File: src/design/bsc_pkg.sv
// Shared types, constants and helpers for the barometric compensation block.
package bsc_pkg;

    localparam int NumRegs = 6;
    localparam int CfgIdxW = 3;
    localparam int CfgDataW = 32;

    localparam logic [CfgIdxW-1:0] RegAc1Ac2 = 3'd0;
    localparam logic [CfgIdxW-1:0] RegAc3Ac4 = 3'd1;
    localparam logic [CfgIdxW-1:0] RegAc5Ac6 = 3'd2;
    localparam logic [CfgIdxW-1:0] RegB1B2 = 3'd3;
    localparam logic [CfgIdxW-1:0] RegMcMd = 3'd4;
    localparam logic [CfgIdxW-1:0] RegOss = 3'd5;

    localparam logic [31:0] PMax = 32'd1048575;
    localparam int DivSteps = 32;

    typedef struct packed {
        logic [15:0] raw_temp;
        logic [23:0] raw_pressure;
    } t_in_item;

    typedef struct packed {
        logic signed [15:0] temperature;
        logic [19:0] pressure;
        logic div_error;
    } t_out_item;

    typedef struct packed {
        logic [31:0] ac1_ac2;
        logic [31:0] ac3_ac4;
        logic [31:0] ac5_ac6;
        logic [31:0] b1_b2;
        logic [31:0] mc_md;
        logic [1:0] oss;
    } t_coef;

    // Front part result: an item with its temperature divide prepared.
    typedef struct packed {
        logic [23:0] raw_pressure;
        logic [31:0] x1;
        logic [31:0] num;
        logic [31:0] den;
        logic den_zero;
    } t_job;

    function automatic logic [31:0] asr(input logic [31:0] v, input int n);
        asr = 32'($signed(v) >>> n);
    endfunction

    function automatic logic [31:0] hs(input logic [31:0] r);
        hs = {{16{r[31]}}, r[31:16]};
    endfunction

    function automatic logic [31:0] ls(input logic [31:0] r);
        ls = {{16{r[15]}}, r[15:0]};
    endfunction

endpackage

File: src/design/bsc_fifo.sv
// Short queue between the front and back parts.
module bsc_fifo (
    input  logic i_clk,
    input  logic i_rst_n,
    input  logic i_valid,
    output logic o_ready,
    input  bsc_pkg::t_job i_job,
    output logic o_valid,
    input  logic i_ready,
    output bsc_pkg::t_job o_job
);
    bsc_pkg::t_job r_mem [4];
    logic [1:0] r_wp, r_rp;
    logic [2:0] r_cnt;
    logic wr, rd;

    assign o_ready = r_cnt != 3'd4;
    assign o_valid = r_cnt != 3'd0;
    assign o_job = r_mem[r_rp];
    assign wr = i_valid && o_ready;
    assign rd = o_valid && i_ready;

    always_ff @(posedge i_clk) begin
        if (!i_rst_n) begin
            r_wp <= 2'd0;
            r_rp <= 2'd0;
            r_cnt <= 3'd0;
        end else begin
            if (wr) r_wp <= r_wp + 2'd1;
            if (rd) r_rp <= r_rp + 2'd1;
            r_cnt <= r_cnt + {2'd0, wr} - {2'd0, rd};
        end
        if (wr) r_mem[r_wp] <= i_job;
    end
endmodule

File: config.mk
export PLATFORM = sky130hd
export DESIGN_NAME = bsc_fifo
export DESIGN_NICKNAME = d
export VERILOG_FILES = /design/src/design/bsc_pkg.sv /design/src/design/bsc_fifo.sv
export SDC_FILE = /design/constraint.sdc
export NUM_CORES = 1
export LEC_CHECK = 0
export BUFFER_PORTS_ARGS = -buffer_cell sky130_fd_sc_hd__buf_2
export CAP_MARGIN = 30
export CORE_ASPECT_RATIO = 1.75
export CORE_MARGIN = 5
export CORE_UTILIZATION = 40
export CTS_CLUSTER_SIZE = 30
export DETAILED_ROUTE_END_ITERATION = 10
export GPL_TIMING_DRIVEN = 0
export SYNTH_ARGS = -nofsm -noshare
export SYNTH_HDL_FRONTEND = slang
export SYNTH_SLANG_ARGS = --single-unit
File: constraint.sdc
create_clock -name i_clk -period 7.9 [get_ports i_clk]
set_clock_uncertainty 0.05 [all_clocks]
set_input_delay 1.58 -clock i_clk [delete_from_list [all_inputs] [get_ports i_clk]]
set_output_delay 1.58 -clock i_clk [all_outputs]
set_load 0.01 [all_outputs]
==> run summary, run 1 <==
Internal: 5.052 mW
final antenna-violating net count: 0
weighted congestion reported at the end of routability-driven placement: 0.6902
transition time at the pin with the least slew margin: 732.6 ps
via count of the first global-routing pass: 8,755
cell type of the slowest stage on the worst timing path: mux4_2
hold path cells: 2
H-tree Lvls: 2
capturing point of the worst reg2reg path: r_cnt[2]
leftover overflow at the end of global routing: 0
WL/cell: 22.65 um
normalized max-slew margin: 51.16%
Horiz. Die Dim: 170.5 um
worst-case vdd ir drop: 0.2348 mV
final cell count without fillers: 1,599
clock network fraction of total power: 29.2%
number of hold buffers added after CTS: 0
Reg2Reg Launch Point: r_cnt[1]
TritonCTS clock tree: done
worst endpoint required time: 6270 ps
Reg clk slew, reported paths: 60 ps
effective utilization at floorplan: 40.19%
Clock Tree Buf Depth: 3
DRC violation count after routing: 0
post-layout net count: 1,113
Area Overhead vs Synth: 19.79%
asr flop ratio synth: 0%
count of cell types in the netlist: 22
Hold Path Origin: r_wp[1]
Cells after Synth: 680
count of yosys warnings during synthesis: 0
kind of start point of the critical path: flop
layout filler cell count: 3,735
Cell Pwr Density: 316.6 nW/um2
Avg Synthesized Cell Area: 26.50 um2
proportion of total power due to net switching: 26.10%
leading cell type in the layout, fill and taps excluded: edfxtp_1
number of endpoints failing setup at the final stage: 0
Site Rows: 103
initial antenna violation count: 11
IO Pins: 248
fin crit share: 50.25%
post-DP HPWL: 23.39 mm
RSZ-0062 raised after global routing: false
Global Route Usage Sum: 14.46%
post_cts resized: 0
root buffer cell: clkbuf_16
Placed Cells incl. Taps: 1,512
sequential fraction of design power: 47.2%
register-to-register path setup slack: 5190 ps
Num CTS Buffers: 44
input/output buffers: 246
fin crit period: 3970 ps
count of flip-flops with a built-in enable after synthesis: 484
destination of the worst hold path: r_wp[1]
portion of the post-synthesis area used by sequential elements: 81.64%
via count normalized by instance count: 5.010
final hold viol count: 0
Comb power frac: 23.6%
later-pin clock latency in the skew report: 530 ps
number of DRC markers after the initial detailed-route iteration: 451
total negative setup slack: 0 ps
total area of multi-input combinational cells: 3002 um2
top achievable clock speed: 0.2519 GHz
Hold Slack: 444.7 ps
Crit Path Class: flop to primary output
net switching power: 1.784 mW
number of max-slew violations in the final report: 0
cells traversed along the worst timing path: clkbuf_1 > buf_8 > buf_2 > mux4_2 > buf_2
count of max-cap constraint violations: 0
Die Outline Area: 49,570 um2
total via count in the routed design: 8,011
Clock Sinks: 493
Post-Synthesis Net Count: 812
top flip-flop cell by instance count after synthesis: edfxtp_1
Hold/Removal Path Class: flop to flop
register area: 14,710 um2
CP Max Fanout: 10
Non-Filler Cell Area, Final: 21,590 um2
dominant delay contributor by cell family on the critical path: buffers and inverters
library cell appearing most often on the critical path: buf_2
result of the run: finished clean
buffering stage count on the worst path with inverters included: 4
wire length of the first global-routing pass: 54.08 mm
Critical Path End Type: primary output
Area after DPL: 20,220 um2
commonest non-fill, non-tap cells in the layout: edfxtp_1 (484), buf_2 (255), mux4_2 (121), clkbuf_16 (45), clkinv_1 (12)
Die Y-Extent: 290.8 um
Worst Reg2Reg Path Length in Cells: 11
synthesis-stage register bit count: 493
maximum number of pins on one net before global-route repair: 51
share of final-layout standard cells stronger than drive strength 1: 45.90%
floorplan core area: 44,850 um2
setup bufs post-CTS: 0
data arrival time of the critical path: 2340 ps
leakage power summed over all cells: 7.163 nW
Netlist Area Pre-Place: 18,020 um2
total iterations of the first detailed-routing run: 4
total wire length after detailed routing: 36.23 mm
Crit path largest cell delay: 390 ps
==> registers in the layout, indices dropped and copies added, names as in the netlist, named ones only <==
name / cells
r_rp: 2
r_mem: 484
r_wp: 2
r_cnt: 3
==> how the worst max path moves through the flow <==
stage | endpoint | slack (ps) | cells after the start
floorplan | r_mem[0][0] | 2560 | 2
global placement | r_mem[0][48] | -250 | 3
detailed placement | r_cnt[2] | 4080 | 11
CTS | o_job[63] | 3810 | 5
global route | o_job[95] | 3760 | 5
finish | o_job[63] | 3930 | 5
==> cell families after synthesis <==
group	after synthesis	synth area share, %
adder cells (fa/ha/maj)	7	0.5276
AND/OR/NAND/NOR	17	0.5068
buffers and inverters	33	1.756
XOR/XNOR	4	0.1944
AO/OA/AOI/OAI	3	0.1389
multiplexers	123	15.23
flip-flops	493	81.64
==> routing by layer <==
layer,track usage [%],vias to the layer above,share of wire [%]
met5,0,-,0.072
met4,5.926,4,3.5
met1,16.46,4155,35
met2,25.71,241,54
li1,-,3548,-
met3,3.647,63,6.6
==> layout make-up <==
cell class | count | area share (%)
clock inverters | 29 | 0.9504
flip-flops and latches | 493 | 68.15
clock buffers | 49 | 5.285
multi-input cells | 154 | 13.90
plain buffers | 28 | 1.379
diodes | 9 | 0.1043
well taps | 577 | 3.344
inverters | 5 | 0.08693
repair buffers | 255 | 6.792
==> stage by stage <==
| stage | util [%] | setup slack (ps) | power [mW] |
|---|---|---|---|
| global route | 48.13 | 3762 | 7.172 |
| global placement | 44.54 | -250.1 | 4.968 |
| finish | 48.14 | 3930 | 6.836 |
| CTS | 48.09 | 3810 | 6.980 |
| floorplan | - | 2559 | 4.325 |
| detailed placement | 45.09 | 4084 | 4.959 |
==> cells in the mapped netlist (2+ instances only) <==
cell | number | share of area [%]
buf_4 | 3 | 0.12
nor2b_1 | 3 | 0.10
mux4_2 | 121 | 15
xnor2_1 | 4 | 0.19
dfxtp_1 | 9 | 1.0
clkbuf_1 | 2 | 0.042
and2_1 | 7 | 0.24
nand2_1 | 5 | 0.10
ha_1 | 6 | 0.42
edfxtp_1 | 484 | 81
inv_1 | 5 | 0.10
buf_1 | 3 | 0.062
buf_2 | 9 | 0.25
buf_12 | 10 | 1.1
mux2i_1 | 2 | 0.11
==> tightest hold or removal path, delay by kind of cell, from the launching register on <==
family	cells	cell delay (ps)
DFF	1	330
and+or+nand+nor	1	60
muxes	1	50
==> power groups by stage <==
| stage | sequential, mW | combinational (mW) | clock (mW) |
|---|---|---|---|
| floorplan | 3.29 | 1.03 | 0 |
| global placement | 3.34 | 1.63 | 0 |
| detailed placement | 3.28 | 1.68 | 0 |
| CTS | 3.23 | 1.68 | 2.07 |
| global route | 3.24 | 1.75 | 2.19 |
| finish | 3.22 | 1.61 | 2.00 |
Power figures use the tool's default switching activity.
==> inputs of run 2 (changes only) <==
clock period = 3.21 ns   (was 7.9 ns; I/O delays follow)
==> run summary, run 2 (synthesis gave the netlist of run 1 again) <==
result of the run: finished clean
CP Max Fanout: 10
number of DRC markers after the initial detailed-route iteration: 419
normalized max-slew margin: 53.01%
H-tree Lvls: 2
Horiz. Die Dim: 170.5 um
total wire length after detailed routing: 35.53 mm
wire length of the first global-routing pass: 53.80 mm
worst-case vdd ir drop: 0.4596 mV
Crit Path Class: flop to primary output
post_cts resized: 0
via count normalized by instance count: 5.035
kind of start point of the critical path: flop
Post-Place Setup Slack: 100.8 ps
Clock Tree Buf Depth: 3
share of final-layout standard cells stronger than drive strength 1: 45.80%
data arrival time of the critical path: 2340 ps
fin crit share: 94.39%
effective utilization at floorplan: 40.19%
layout filler cell count: 3,675
total iterations of the first detailed-routing run: 4
fin crit period: 3030 ps
Non-Filler Cell Area, Final: 21,600 um2
count of max-cap constraint violations: 0
DRC violation count after routing: 0
leftover overflow at the end of global routing: 0
cells traversed along the worst timing path: clkbuf_1 > buf_8 > buf_2 > mux4_2 > buf_2
number of hold buffers added after CTS: 0
via count of the first global-routing pass: 8,654
Hold/Removal Path Class: input pin to flop
Area after DPL: 20,220 um2
buffering stage count on the worst path with inverters included: 4
Cell Pwr Density: 779.1 nW/um2
leakage power summed over all cells: 7.172 nW
WL/cell: 22.25 um
input/output buffers: 246
top achievable clock speed: 0.3300 GHz
Die Outline Area: 49,570 um2
initial antenna violation count: 11
final antenna-violating net count: 0
post-DP HPWL: 23.62 mm
transition time at the pin with the least slew margin: 704.9 ps
weighted congestion reported at the end of routability-driven placement: 0.7111
final hold viol count: 0
Global Route Usage Sum: 14.37%
Area Overhead vs Synth: 19.83%
Reg clk slew, reported paths: 60 ps
Site Rows: 103
Die Y-Extent: 290.8 um
TritonCTS clock tree: done
RSZ-0062 raised after global routing: false
library cell appearing most often on the critical path: buf_2
later-pin clock latency in the skew report: 530 ps
maximum number of pins on one net before global-route repair: 50
setup bufs post-CTS: 0
post-layout net count: 1,112
number of max-slew violations in the final report: 0
IO Pins: 248
dominant delay contributor by cell family on the critical path: buffers and inverters
worst endpoint required time: 2520 ps
leading cell type in the layout, fill and taps excluded: edfxtp_1
commonest non-fill, non-tap cells in the layout: edfxtp_1 (484), buf_2 (255), mux4_2 (121), clkbuf_16 (45)
largest registers: r_mem: 484 flops, r_cnt: 3 flops
worst setup slack after layout: 180.1 ps
Critical Path End Type: primary output
root buffer cell: clkbuf_16
register containing the most flip-flops in the final layout: r_mem
total via count in the routed design: 8,041
Num CTS Buffers: 43
Clock Sinks: 493
cell type of the slowest stage on the worst timing path: dfxtp_1
number of endpoints failing setup at the final stage: 0
max reg flops: 484
Crit path largest cell delay: 380 ps
floorplan core area: 44,850 um2
## run 2: cell count changes in the layout (fill, tap and decap cells not counted), sizes merged
| cell | delta |
|---|---|
| inv | -1 |
| diode | -2 |
| bufinv | -1 |
| clkbuf | +9 |
| clkinv | -5 |
| clkinvlp | -2 |
## run 2: layer usage
layer  up-vias  share of wire (%)  GRT usage, %
met3        80                5.9         3.266
met1      4176                 36         16.64
li1       3547                  -             -
met2       234                 54         25.19
met4         4                4.2         6.511
met5         -              0.076             0
## run 2: area by class of cell
cell class / instances / area, um2 / area share [%]
diodes: 7 / 17.52 / 0.08111
plain buffers: 28 / 297.8 / 1.379
clock buffers: 58 / 1225 / 5.672
clock inverters: 20 / 133.9 / 0.6199
inverters: 5 / 18.77 / 0.08690
multi-input cells: 154 / 3002 / 13.90
flip-flops and latches: 493 / 14710 / 68.13
well taps: 577 / 721.9 / 3.343
repair buffers: 255 / 1466 / 6.790
## run 2: through the flow
stage	hold WS (ps)	std cells	util, %	setup TNS (ps)	power (mW)
floorplan	417.7	680	-	0	10.60
global placement	427.5	1503	44.55	-661350	12.12
detailed placement	444.7	1512	45.09	0	12.19
CTS	218.2	1590	48.12	0	17.20
global route	228.1	1594	48.14	0	17.67
finish	260.5	1597	48.16	0	16.83
## run 2: worst paths after layout
check | depth (start not counted) | startpoint | slack (ps) | end
min | 1 | i_job[9] | 260 | r_mem[2][9]
min reg2reg | 2 | r_wp[1] | 450 | r_wp[1]
max | 5 | flop | 180 | o_job[86]
max reg2reg | 5 | r_cnt[1] | 360 | r_mem[0][107]
## run 2: worst register-to-register path: cells and delay by family (launching register included)
kind	cells	cell delay (ps)
DFF	1	460
and+or+nand+nor	2	810
AOI/OAI and AO/OA	1	560
buffers and inverters	2	600
## run 2: report_power, final
part / switching, mW / internal [mW] / leakage [nW] / total (mW)
sequential: 0.145 / 7.79 / 4.51 / 7.93
clock: 2.18 / 2.76 / 0.661 / 4.95
combinational: 2.03 / 1.92 / 2.00 / 3.95
==> inputs of run 3 (changes only) <==
CORE_UTILIZATION = 51   (was 40)
GPL_TIMING_DRIVEN = not set   (was 0)
PLACE_DENSITY = 0.75   (was not set)
==> run summary, run 3 (synthesis gave the netlist of run 1 again) <==
register area: 14,720 um2
total negative setup slack: 0 ps
WL/cell: 23.51 um
kind of start point of the critical path: flop
number of max-slew violations in the final report: 0
initial antenna violation count: 10
worst setup slack after layout: 249.8 ps
total wire length after detailed routing: 34.61 mm
number of endpoints failing setup at the final stage: 0
total via count in the routed design: 8,002
leftover overflow at the end of global routing: 0
effective utilization at floorplan: 51.39%
maximum number of pins on one net before global-route repair: 57
total iterations of the first detailed-routing run: 5
buffering stage count on the worst path with inverters included: 2
IO Pins: 248
setup bufs post-CTS: 0
TritonCTS clock tree: done
share of final-layout standard cells stronger than drive strength 1: 45.55%
Site Rows: 91
leakage power summed over all cells: 7.074 nW
Critical Path End Type: primary output
max reg flops: 484
Non-Filler Cell Area, Final: 21,280 um2
post_cts resized: 0
final antenna-violating net count: 0
Die Y-Extent: 258.7 um
root buffer cell: clkbuf_16
dominant delay contributor by cell family on the critical path: multiplexers
via count normalized by instance count: 5.436
Cell Pwr Density: 780.1 nW/um2
final hold viol count: 0
count of max-cap constraint violations: 0
top achievable clock speed: 0.3378 GHz
Horiz. Die Dim: 152.1 um
register containing the most flip-flops in the final layout: r_mem
commonest non-fill, non-tap cells in the layout: edfxtp_1 (484), buf_2 (247), mux4_2 (121), clkbuf_16 (43), buf_12 (15)
Area Overhead vs Synth: 18.05%
normalized max-slew margin: 60.48%
worst-case vdd ir drop: 0.4992 mV
cells traversed along the worst timing path: buf_4 > mux4_2 > buf_2
input/output buffers: 247
Global Route Usage Sum: 17.58%
cell type of the slowest stage on the worst timing path: mux4_2
leading cell type in the layout, fill and taps excluded: edfxtp_1
Clock Tree Buf Depth: 3
wire length of the first global-routing pass: 52.78 mm
Num CTS Buffers: 42
fin crit share: 92.22%
H-tree Lvls: 2
via count of the first global-routing pass: 8,832
Hold/Removal Path Class: input pin to flop
Post-Place Setup Slack: 612.7 ps
layout filler cell count: 2,509
CP Max Fanout: 17
total area of multi-input combinational cells: 3002 um2
floorplan core area: 35,070 um2
number of DRC markers after the initial detailed-route iteration: 510
DRC violation count after routing: 0
RSZ-0062 raised after global routing: false
Crit path largest cell delay: 580 ps
post-layout net count: 1,098
result of the run: finished clean
overall power after layout: 16.60 mW
post-DP HPWL: 21.57 mm
Die Outline Area: 39,350 um2
largest registers: r_mem: 484 flops, r_cnt: 3 flops
worst endpoint required time: 2520 ps
transition time at the pin with the least slew margin: 585.4 ps
Area after DPL: 19,920 um2
number of hold buffers added after CTS: 0
Reg clk slew, reported paths: 60 ps
data arrival time of the critical path: 2270 ps
Clock Sinks: 493
fin crit period: 2960 ps
later-pin clock latency in the skew report: 540 ps
weighted congestion reported at the end of routability-driven placement: 0.7544
Crit Path Class: flop to primary output
==> run 3: cell count changes in the layout (fill, tap and decap cells not counted), sizes merged <==
cell	previous run	this run
buf	281	270
clkbuf	60	55
bufinv	1	3
clkinvlp	2	0
clkinv	17	18
diode	7	8
inv	5	6
==> run 3: layout make-up <==
cell class | count | share of cell area (%)
flip-flops and latches | 493 | 69.20
multi-input cells | 154 | 14.11
repair buffers | 270 | 7.504
clock buffers | 55 | 5.269
well taps | 465 | 2.735
clock inverters | 22 | 1.006
diodes | 8 | 0.09410
inverters | 5 | 0.08821
==> run 3: per-layer routing <==
layer | up-vias | global-route usage [%] | share of wire, %
met4 | 4 | 7.723 | 3.6
met2 | 266 | 31.04 | 55
met5 | - | 0 | 0.055
li1 | 3506 | - | -
met3 | 79 | 3.876 | 5.7
met1 | 4147 | 20.80 | 36
==> run 3: worst paths after layout <==
check        startpoint           end  slack [ps]  depth (start not counted)
max                flop     o_job[51]         250                          3
min           i_job[98]  r_mem[3][98]         250                          1
max reg2reg    r_cnt[1]      r_cnt[2]         750                         12
min reg2reg     r_wp[0]       r_wp[0]         460                          2
==> run 3: stage by stage <==
| step | util (%) | cells | hold slack, ps |
|---|---|---|---|
| after global placement | 56.80 | 1387 | 444.9 |
| after global routing | 60.66 | 1471 | 229.4 |
| final | 60.67 | 1472 | 253.8 |
| after detailed placement | 56.80 | 1387 | 457.0 |
| after floorplan | - | 680 | 417.7 |
| after CTS | 60.61 | 1464 | 222.0 |
==> run 3: power breakdown <==
part / total [mW] / switching, mW / internal (mW)
clock: 4.89 / 2.16 / 2.73
sequential: 8.04 / 0.246 / 7.79
combinational: 3.67 / 1.88 / 1.79
total: 16.6 / 4.29 / 12.3
==> run 3: worst register-to-register path, cell delays in order (launching register included) <==
cell and delay (ps):
dfxtp_1 470, nor2_1 110, a21boi_1 170, buf_4 170, inv_1 50, ha_1 280, inv_1 60, ha_1 130
inv_1 50, fa_1 400, xnor2_1 150, xnor2_1 130, and2_1 150
