`config.mk`:
```
export PLATFORM = sky130hd
export DESIGN_NAME = bsc_front
export DESIGN_NICKNAME = d
export VERILOG_FILES = /design/src/design/bsc_pkg.sv /design/src/design/bsc_front.sv
export SDC_FILE = /design/constraint.sdc
export NUM_CORES = 1
export LEC_CHECK = 0
export ABC_CLOCK_PERIOD_IN_PS = 6800
export BUFFER_PORTS_ARGS = -buffer_cell sky130_fd_sc_hd__buf_2
export CAP_MARGIN = 20
export CORE_MARGIN = 8
export CORE_UTILIZATION = 52
export DETAILED_ROUTE_END_ITERATION = 10
export PLACE_DENSITY = 0.85
export SETUP_SLACK_MARGIN = 0.5
export SYNTH_ARGS = -nofsm -noshare
export SYNTH_HDL_FRONTEND = slang
export SYNTH_SLANG_ARGS = --single-unit
```
`constraint.sdc`:
```
create_clock -name i_clk -period 6.8 [get_ports i_clk]
set_input_delay 1.36 -clock i_clk [delete_from_list [all_inputs] [get_ports i_clk]]
set_output_delay 1.36 -clock i_clk [all_outputs]
set_load 0.05 [all_outputs]
```
`src/design/bsc_pkg.sv`:
```
// Shared types, constants and helpers for the barometric compensation block.
package bsc_pkg;

    localparam int NumRegs = 6;
    localparam int CfgIdxW = 3;
    localparam int CfgDataW = 32;

    localparam logic [CfgIdxW-1:0] RegAc1Ac2 = 3'd0;
    localparam logic [CfgIdxW-1:0] RegAc3Ac4 = 3'd1;
    localparam logic [CfgIdxW-1:0] RegAc5Ac6 = 3'd2;
    localparam logic [CfgIdxW-1:0] RegB1B2 = 3'd3;
    localparam logic [CfgIdxW-1:0] RegMcMd = 3'd4;
    localparam logic [CfgIdxW-1:0] RegOss = 3'd5;

    localparam logic [31:0] PMax = 32'd1048575;
    localparam int DivSteps = 32;

    typedef struct packed {
        logic [15:0] raw_temp;
        logic [23:0] raw_pressure;
    } t_in_item;

    typedef struct packed {
        logic signed [15:0] temperature;
        logic [19:0] pressure;
        logic div_error;
    } t_out_item;

    typedef struct packed {
        logic [31:0] ac1_ac2;
        logic [31:0] ac3_ac4;
        logic [31:0] ac5_ac6;
        logic [31:0] b1_b2;
        logic [31:0] mc_md;
        logic [1:0] oss;
    } t_coef;

    // Front part result: an item with its temperature divide prepared.
    typedef struct packed {
        logic [23:0] raw_pressure;
        logic [31:0] x1;
        logic [31:0] num;
        logic [31:0] den;
        logic den_zero;
    } t_job;

    function automatic logic [31:0] asr(input logic [31:0] v, input int n);
        asr = 32'($signed(v) >>> n);
    endfunction

    function automatic logic [31:0] hs(input logic [31:0] r);
        hs = {{16{r[31]}}, r[31:16]};
    endfunction

    function automatic logic [31:0] ls(input logic [31:0] r);
        ls = {{16{r[15]}}, r[15:0]};
    endfunction

endpackage

```
`src/design/bsc_front.sv`:
```
// Front part: takes raw readings and forms the temperature divide operands.
module bsc_front (
    input  logic i_clk,
    input  logic i_rst_n,
    input  bsc_pkg::t_coef i_coef,
    input  logic i_valid,
    output logic o_ready,
    input  bsc_pkg::t_in_item i_item,
    output logic o_valid,
    input  logic i_ready,
    output bsc_pkg::t_job o_job
);
    logic r_v1, r_v2;
    logic [31:0] r_diff, r_ac5, r_mcs, r_md;
    logic [23:0] r_rp1;
    bsc_pkg::t_job r_job;
    logic [31:0] w_x1, w_den;
    logic adv;

    assign adv = !r_v2 || i_ready;
    assign o_ready = adv;
    assign o_valid = r_v2;
    assign o_job = r_job;
    assign w_x1 = bsc_pkg::asr(r_diff * r_ac5, 15);
    assign w_den = w_x1 + r_md;

    always_ff @(posedge i_clk) begin
        if (!i_rst_n) begin
            r_v1 <= 1'b0;
            r_v2 <= 1'b0;
        end else if (adv) begin
            r_v1 <= i_valid;
            r_v2 <= r_v1;
        end
        if (adv) begin
            r_diff <= {16'd0, i_item.raw_temp} - {16'd0, i_coef.ac5_ac6[15:0]};
            r_ac5 <= {16'd0, i_coef.ac5_ac6[31:16]};
            r_mcs <= bsc_pkg::hs(i_coef.mc_md) << 11;
            r_md <= bsc_pkg::ls(i_coef.mc_md);
            r_rp1 <= i_item.raw_pressure;
            r_job.raw_pressure <= r_rp1;
            r_job.x1 <= w_x1;
            r_job.num <= r_mcs;
            r_job.den <= w_den;
            r_job.den_zero <= (w_den == 32'd0);
        end
    end
endmodule

```
==> results of run 1 <==
state kept, by name (all words and copies together), names as in the netlist:
register	count
o_valid	1
r_ac5	16
r_v1	1
r_md	16
r_mcs	16
r_diff	17
r_rp1	24
o_job	76
Yosys cell counts, types with 4 or more instances:
library cell,number
nor2_1,27
o21ai_0,20
nor3_1,12
a211oi_1,4
xnor2_1,34
edfxtp_1,165
o21a_1,5
and2_1,123
nand3_1,7
nor4_2,4
nor2b_1,8
a21boi_0,4
clkbuf_1,34
and3_1,4
nand4_1,4
buf_4,45
o211ai_1,5
nand2_1,164
a21oi_1,24
xor2_1,14
inv_1,313
a31oi_1,5
ha_1,97
nand2b_1,4
nand3b_1,4
fa_1,271
a21o_1,8
area by class of cell:
class / count / area, sq um / share of cell area, %
Multi-Input combinational cell: 905 / 10400 / 50.4
Sequential cell: 167 / 4990 / 24.1
Timing Repair Buffer: 451 / 3020 / 14.6
Inverter: 313 / 1170 / 5.67
Tap cell: 396 / 495 / 2.39
Clock buffer: 18 / 439 / 2.12
Clock inverter: 14 / 163 / 0.784
Antenna cell: 1 / 2.50 / 0.0121
through the flow:
stage | cells | TNS, ps | hold WS [ps]
after floorplan | 1464 | -1670 | 400
after global placement | 2183 | -7260 | 401
after detailed placement | 2183 | -11550 | 405
after CTS | 2245 | -8270 | 420
after global routing | 2264 | -18610 | 428
final | 2265 | -17000 | 416
critical path, delay by kind of cell (launching register included):
family	cells	cell delay, ps
buf+inv	7	850
compound gates	3	580
simple gates	9	2100
fa+ha+maj	8	4000
flops	1	520
xor+xnor	1	340
layout by cell type, fill, tap and decap left out, types with 6 or more instances in the layout:
| master | count |
|---|---|
| ha_1 | 88 |
| o21ai_0 | 10 |
| nand3_1 | 6 |
| xnor2_1 | 19 |
| buf_4 | 197 |
| xnor2_2 | 11 |
| nor2_1 | 21 |
| conb_1 | 11 |
| clkbuf_16 | 17 |
| nor3_1 | 9 |
| buf_2 | 219 |
| a21oi_4 | 7 |
| xor2_1 | 8 |
| inv_2 | 12 |
| a21o_1 | 8 |
| fa_2 | 14 |
| buf_12 | 6 |
| and2_1 | 119 |
| nor2_2 | 6 |
| nor2b_1 | 8 |
| buf_6 | 29 |
| inv_1 | 301 |
| a21oi_1 | 9 |
| a21oi_2 | 9 |
| ha_4 | 6 |
| nand2_1 | 158 |
| fa_1 | 257 |
| edfxtp_1 | 165 |
metal layers:
metal  vias up  global-route usage (%)  routed length, um
li1       5250                       -                  -
met1      6293                    27.8              16900
met2      1024                    46.0              26400
met3       370                    6.69               5280
met4         0                    14.6               4230
met5         -                       0                  0
path summary, 6_finish.rpt:
| kind | startpoint | end | cells after the start |
|---|---|---|---|
| min | r_rp1[1] | o_job[98] | 0 |
| max reg2reg | r_ac5[3] | o_job[0] | 28 |
| max | r_ac5[3] | o_job[0] | 28 |
| min reg2reg | r_rp1[1] | o_job[98] | 0 |
cell families (layout without fill, tap and decap cells):
| group | count (synthesis) | after routing | share of synthesized area [%] |
|---|---|---|---|
| mux | 3 | 3 | 0.184 |
| simple gates | 378 | 378 | 11.7 |
| buf+inv | 392 | 796 | 10.1 |
| other cells | 1 | 12 | 0.0230 |
| flops | 167 | 167 | 30.7 |
| compound gates | 97 | 97 | 3.93 |
| xor+xnor | 48 | 48 | 2.58 |
| fa+ha+maj | 368 | 368 | 40.8 |
timing repair:
action / CTS / global route
resized for setup: 86 / 81
setup buffers: 30 / 18
endpoints found under the setup margin: 26 / 26
pin swaps: 42 / 63
==> flow_summary.toml, run 1 <==
[placement]
dp_slack_ps = -1350
dp_hpwl_mm = 31.5
finalWeightedCongestion = 0.887
port_buffers = 219
dpl_cell_area_sq_um = 18900

[timing]
finalCritPeriodShare_pct = 126
finalSetupViolCount = 16
max_clock_freq_mhz = 116
setup_slack_ps = -1800
skew_ps = 13.4
period_needed_ps = 8600
slew_viol_final = 0
final-hold-violation-count = 0
relSlewSlack_pct = 32.0
worst_pin_slew_ps = 1020
rsz0062_at_grt = "true"

[setup_path]
cpMostUsedCell = "fa_1"
critPathCaptureType = "register"
crit_required_ps = 7060
crit_path_start_kind = "register"
slowest_stage = "fa_1"
arrival_ps = 8860
worst-path-max-fanout = 5
r2r_slack_ps = -1800
worst-setup-path-type = "register to register"
max_stage_delay_ps = 720

[clock_tree]
clockBufferDepth = 2
root_buffer = "clkbuf_16"
clkLatencyLatePin_ps = 460
clk_pin_slew_ps = 70
clock_sinks = 167
cts_buffers = 17
htreeDepth = 4
hold_buffers = 0
cts_tree = "done"

[synth]
yosysWarnings = 0
avgSynthCellArea_sq_um = 11.2
ys_types = 57
syn_inst = 1454
syn_area_sq_um = 16300
yosysTopAreaCellShare_pct = 33.3
ys_ff_latch = 167
yosysTopAreaCell = "fa_1"
ys.flop_type = "edfxtp_1"
async_reset_ff_share_pct = 0
synthTopCellsByArea = "fa_1 (33%), edfxtp_1 (30%), ha_1 (7.5%)"
synth.yosys.seq_area_share_pct = 30.7
synth_edf_count = 165

[route]
num_vias = 12900
drc_errors = 0
finalWirelength_mm = 52.8
viasPerCell = 5.71
wl_per_cell_um = 23.3
drt_pass1_iterations = 6
drtAntennaViolNets = 0
drtIter0Drc = 1310

[grt]
grt_pass1_wl_mm = 74.3
grt_remaining_overflow = 0
grt_max_degree = 90
grt_use_total_pct = 25.9
grt_pass1_vias = 14100
antenna_found_initial = 1

[die]
dieArea_sq_um = 37200
std_cell_rows = 64
num_io_pins = 329
die_x_um = 193
initial_utilization_pct = 52.9
design.core.area_sq_um = 30700
die_h_um = 193

[finish]
fill_cells = 1893
final_util_pct = 67.4
final_nets = 2429
drive_gt1_share_pct = 32.9
syn2layout_area_growth_pct = 27.4
stdcell_area_sq_um = 20700

[run_status]
status = "complete, but fails checks"
violations = "setup timing"

[hold_path]
hold_path.class = "register to register"

[job]
drv_cap = 0
Power of run 1 is not shown: default switching activity piles up to over one toggle a cycle in this logic, so the estimate is an artifact.
==> run 2: changes to the inputs <==
--- a/config.mk
+++ b/config.mk
@@ -5,13 +5,13 @@
 export SDC_FILE = /design/constraint.sdc
 export NUM_CORES = 1
 export LEC_CHECK = 0
-export ABC_CLOCK_PERIOD_IN_PS = 6800
+export ABC_CLOCK_PERIOD_IN_PS = 10700
 export BUFFER_PORTS_ARGS = -buffer_cell sky130_fd_sc_hd__buf_2
 export CAP_MARGIN = 20
 export CORE_MARGIN = 8
-export CORE_UTILIZATION = 52
+export CORE_UTILIZATION = 55
 export DETAILED_ROUTE_END_ITERATION = 10
-export PLACE_DENSITY = 0.85
+export PLACE_DENSITY = 0.86
 export SETUP_SLACK_MARGIN = 0.5
 export SYNTH_ARGS = -nofsm -noshare
 export SYNTH_HDL_FRONTEND = slang
==> constraint.sdc (replaced) <==
create_clock -name i_clk -period 10.7 [get_ports i_clk]
set_input_delay 2.14 -clock i_clk [delete_from_list [all_inputs] [get_ports i_clk]]
set_output_delay 2.14 -clock i_clk [all_outputs]
set_load 0.05 [all_outputs]
==> flow_summary.toml, run 2 (synthesis gave the netlist of run 1 again) <==
[die]
die_h_um = 188
initial_utilization_pct = 55.4
std_cell_rows = 63
design.core.area_sq_um = 29400
die_x_um = 188
num_io_pins = 329
dieArea_sq_um = 35400

[finish]
syn2layout_area_growth_pct = 11.3
final_nets = 2202
largest_reg_flops = 76
drive_gt1_share_pct = 16.6
final_util_pct = 61.6
layout_commonest_cell = "inv_1"
most-common-layout-cells = "inv_1 (313), fa_1 (271), buf_2 (219), edfxtp_1 (165), nand2_1 (164)"
stdcell_count = 2032

[clock_tree]
clk_pin_slew_ps = 90
hold_buffers = 0
root_buffer = "clkbuf_16"
post_cts_resized = 0
clock_sinks = 167
clockBufferDepth = 2
clkLatencyLatePin_ps = 460
cts_buffers = 17
htreeDepth = 4
cts_tree = "done"
cts_setup_buffers = 0

[timing]
max_clock_freq_mhz = 110
slew_viol_final = 0
whs_ps = 402
period_needed_ps = 9060
rsz0062_at_grt = "false"
finalCritPeriodShare_pct = 84.6
final-hold-violation-count = 0
worst_pin_slew_ps = 922
skew_ps = 28.4
finalSetupViolCount = 0
setup-tns-final_ps = 0
relSlewSlack_pct = 37.7

[route]
num_vias = 10700
drtAntennaViolNets = 0
drc_errors = 0
drt_pass1_iterations = 5
drtIter0Drc = 560
viasPerCell = 5.28
wl_per_cell_um = 17.3
finalWirelength_mm = 35.1

[placement]
dp.cells = 1999
port_buffers = 219
dp_hpwl_mm = 27.1
finalWeightedCongestion = 0.883

[hold_path]
hold_path.class = "register to register"

[grt]
grt_remaining_overflow = 0
grt_use_total_pct = 20.4
grt_pass1_wl_mm = 57.7
antenna_found_initial = 0
grt_max_degree = 75
grt_pass1_vias = 11900

[job]
drv_cap = 0

[setup_path]
crit_path_start_kind = "register"
worst-setup-path-type = "register to register"
crit_required_ps = 10870
arrival_ps = 9230
critPathCaptureType = "register"
worst-path-max-fanout = 17

[run_status]
status = "complete, no violations"
-- run 2: changes by cell type in the layout (fill, tap and decap cells not counted), moves of 12 or more --
cell     before  now
buf_4       197    5
xnor2_1      19   34
inv_2        12    0
buf_6        29    0
inv_1       301  313
fa_2         14    0
a21oi_1       9   24
fa_1        257  271
-- run 2: final timing paths --
check                               start    endpoint  slack [ps]  cells past startpoint
worst min-delay path            r_rp1[16]  o_job[113]         400                      0
worst min register to register  r_rp1[16]  o_job[113]         400                      0
worst max register to register   r_ac5[1]    o_job[0]        1640                     26
worst max-delay path             r_ac5[1]    o_job[0]        1640                     26
-- run 2: metrics by stage --
| stage | setup slack (ps) | area, sq um |
|---|---|---|
| floorplan | 2060 | 16300 |
| global placement | 2090 | 17500 |
| detailed placement | 1800 | 17500 |
| CTS | 1700 | 18100 |
| global route | 1170 | 18100 |
| finish | 1640 | 18100 |
-- run 2: worst max-delay path, stage by stage (launching register included) --
cell       delay (ps)
edfxtp_1          910
nand2_1           200
fa_1              560
fa_1              520
fa_1              510
inv_1              50
fa_1              510
fa_1              500
inv_1              50
fa_1              480
inv_1              40
ha_1              280
a2111oi_0         420
o21ai_0           380
o211ai_1          340
nand2_1           150
o31a_1            290
a211oi_1          260
nor3_1            110
ha_1              330
or2_2             300
a21oi_1           430
nor4_2            140
nor4_2            390
nor2_1             90
o311ai_1          420
nor4_2            100
-- run 2: cell type report --
class | count | area [sq um]
multi-input combinational | 905 | 9690
fill | 2268 | 11300
sequential | 167 | 4990
tap | 390 | 488
timing repair buffer | 224 | 1130
clock inverter | 15 | 215
inverter | 313 | 1170
antenna | 1 | 2.50
clock buffer | 17 | 425
-- run 2: metal layers --
layer / vias to the layer above / GRT usage, % / part of all wire [%]
met4: 0 / 7.55 / 3.1
met2: 433 / 35.5 / 52
met3: 89 / 6.80 / 9.2
li1: 4813 / - / -
met5: - / 0 / 0
met1: 5386 / 22.8 / 36
Power of run 2 is left out for the same reason.
==> run 3: changes to the inputs <==
--- a/config.mk
+++ b/config.mk
@@ -5,13 +5,14 @@
 export SDC_FILE = /design/constraint.sdc
 export NUM_CORES = 1
 export LEC_CHECK = 0
-export ABC_CLOCK_PERIOD_IN_PS = 10700
+export ABC_AREA = 1
+export ABC_CLOCK_PERIOD_IN_PS = 9200
 export BUFFER_PORTS_ARGS = -buffer_cell sky130_fd_sc_hd__buf_2
 export CAP_MARGIN = 20
 export CORE_MARGIN = 8
 export CORE_UTILIZATION = 55
 export DETAILED_ROUTE_END_ITERATION = 10
-export PLACE_DENSITY = 0.86
+export PLACE_DENSITY = 0.85
 export SETUP_SLACK_MARGIN = 0.5
 export SYNTH_ARGS = -nofsm -noshare
 export SYNTH_HDL_FRONTEND = slang
==> constraint.sdc (replaced) <==
create_clock -name i_clk -period 9.2 [get_ports i_clk]
set_input_delay 1.84 -clock i_clk [delete_from_list [all_inputs] [get_ports i_clk]]
set_output_delay 1.84 -clock i_clk [all_outputs]
set_load 0.05 [all_outputs]
==> flow_summary.toml, run 3 <==
[run_status]
status = "complete, no violations"

[setup_path]
arrival_ps = 8320
worst-setup-path-type = "register to register"
critPathCaptureType = "register"
crit_family = "adder cells"
cpMostUsedCell = "inv_1"
crit_start = "r_ac5[1]"
r2r-start = "r_ac5[1]"
max_stage_delay_ps = 740
slowest_stage = "fa_1"
crit_required_ps = 9400
crit_path_start_kind = "register"
critPathBufInv = 7
worst-path-max-fanout = 17

[finish]
layout_commonest_cell = "inv_1"
most-common-layout-cells = "inv_1 (500), nand2_1 (391), fa_1 (271), buf_2 (219), edfxtp_1 (165)"
syn2layout_area_growth_pct = 9.48
final_nets = 2529
fill_cells = 2591
stdcell_count = 2370
largest_reg_flops = 76
drive_gt1_share_pct = 14.2
num_antenna_cells = 0

[hold_path]
hold_path.class = "register to register"
hold_start = "r_rp1[11]"

[synth]
synthTopCellsByArea = "fa_1 (31%), edfxtp_1 (29%), inv_1 (11%)"
synth.yosys.seq_area_share_pct = 28.9
avgSynthCellArea_sq_um = 9.51
syn_inst = 1816
syn_area_sq_um = 17300
yosysWarnings = 0
synth_edf_count = 165
yosysTopAreaCellShare_pct = 31.4
ys_types = 43
yosysTopAreaCell = "fa_1"
synth_most_common_cell = "inv_1"
ys.flop_type = "edfxtp_1"
ys_ff_latch = 167
synth_common_cells = "inv_1 (501), nand2_1 (391), fa_1 (271)"
async_reset_ff_share_pct = 0

[die]
std_cell_rows = 65
die_x_um = 193
die_h_um = 193
initial_utilization_pct = 55.3
num_io_pins = 329
dieArea_sq_um = 37300
design.core.area_sq_um = 31200

[route]
num_vias = 12400
drtAntennaViolNets = 0
drc_errors = 0
wl_per_cell_um = 16.8
drtIter0Drc = 817
finalWirelength_mm = 39.8
viasPerCell = 5.24
drt_pass1_iterations = 5

[clock_tree]
root_buffer = "clkbuf_16"
htreeDepth = 4
hold_buffers = 0
clock_sinks = 167
clockBufferDepth = 2
cts_tree = "done"
post_cts_resized = 0
cts_buffers = 17
cts_setup_buffers = 0
clk_pin_slew_ps = 70
clkLatencyLatePin_ps = 450

[grt]
grt_use_total_pct = 22.3
grt_pass1_vias = 13800
grt_max_degree = 109
antenna_found_initial = 0
grt_remaining_overflow = 0
grt_pass1_wl_mm = 64.8

[placement]
dp.cells = 2338
finalWeightedCongestion = 0.883
port_buffers = 219
dp_slack_ps = 1170
dp_hpwl_mm = 31.6

[timing]
setup-tns-final_ps = 0
finalSetupViolCount = 0
relSlewSlack_pct = 39.6
finalCritPeriodShare_pct = 88.2
max_clock_freq_mhz = 123
worst_pin_slew_ps = 907
final-hold-violation-count = 0
slew_viol_final = 0
skew_ps = 12.2
setup_slack_ps = 1080
period_needed_ps = 8120
rsz0062_at_grt = "false"
whs_ps = 416

[job]
drv_cap = 0
==> run 3: cell count changes in the layout (fill, tap and decap cells not counted), sizes merged, moves of 7 or more <==
cell	previous run	this run
o21ai	21	28
a21oi	25	63
xnor2	34	22
nand3	7	25
and2	123	0
nand2	164	395
nor2b	8	0
nor2	28	51
xor2	14	28
inv	320	510
==> run 3: cells by family after synthesis <==
group	share of synthesized area (%)
buffers and inverters	14.4
AND/OR/NAND/NOR	11.5
adder cells (fa/ha/maj)	38.4
flip-flops	28.9
AO/OA/AOI/OAI	4.21
XOR/XNOR	2.54
other	0.0217
==> run 3: metal layers <==
layer | global-route usage (%) | share of wire (%) | wire (um)
met1 | 24.4 | 35 | 14100
met3 | 3.92 | 6.5 | 2570
met2 | 40.8 | 53 | 21100
met4 | 12.1 | 5.1 | 2050
met5 | 0 | 0 | 0
==> run 3: worst paths after layout <==
check          endpoint  slack, ps  depth (start not counted)
max            o_job[0]       1080                         31
min          o_job[108]        420                          0
max reg2reg    o_job[0]       1080                         31
min reg2reg  o_job[108]        420                          0
==> run 3: worst register-to-register path: cells and delay by family, from the launching register on <==
family	cells	cell delay (ps)
AO/OA/AOI/OAI	3	450
XOR/XNOR	2	520
adder cells (fa/ha/maj)	8	3980
buffers and inverters	7	800
flip-flops	1	700
AND/OR/NAND/NOR	11	1440
==> run 3: stage by stage <==
stage | cell area [sq um] | utilization (%)
floorplan | 17300 | -
global placement | 18300 | 58.7
detailed placement | 18300 | 58.7
CTS | 18900 | 60.5
global route | 18900 | 60.5
finish | 18900 | 60.5
==> run 3: final cells by class <==
class | count | area [sq um] | area share (%)
Inverter | 503 | 1890 | 10.0
Clock inverter | 15 | 156 | 0.827
Timing Repair Buffer | 220 | 1100 | 5.84
Clock buffer | 17 | 425 | 2.25
Sequential cell | 167 | 4990 | 26.4
Tap cell | 402 | 503 | 2.66
Multi-Input combinational cell | 1046 | 9830 | 52.0
Power of run 3 is left out for the same reason.
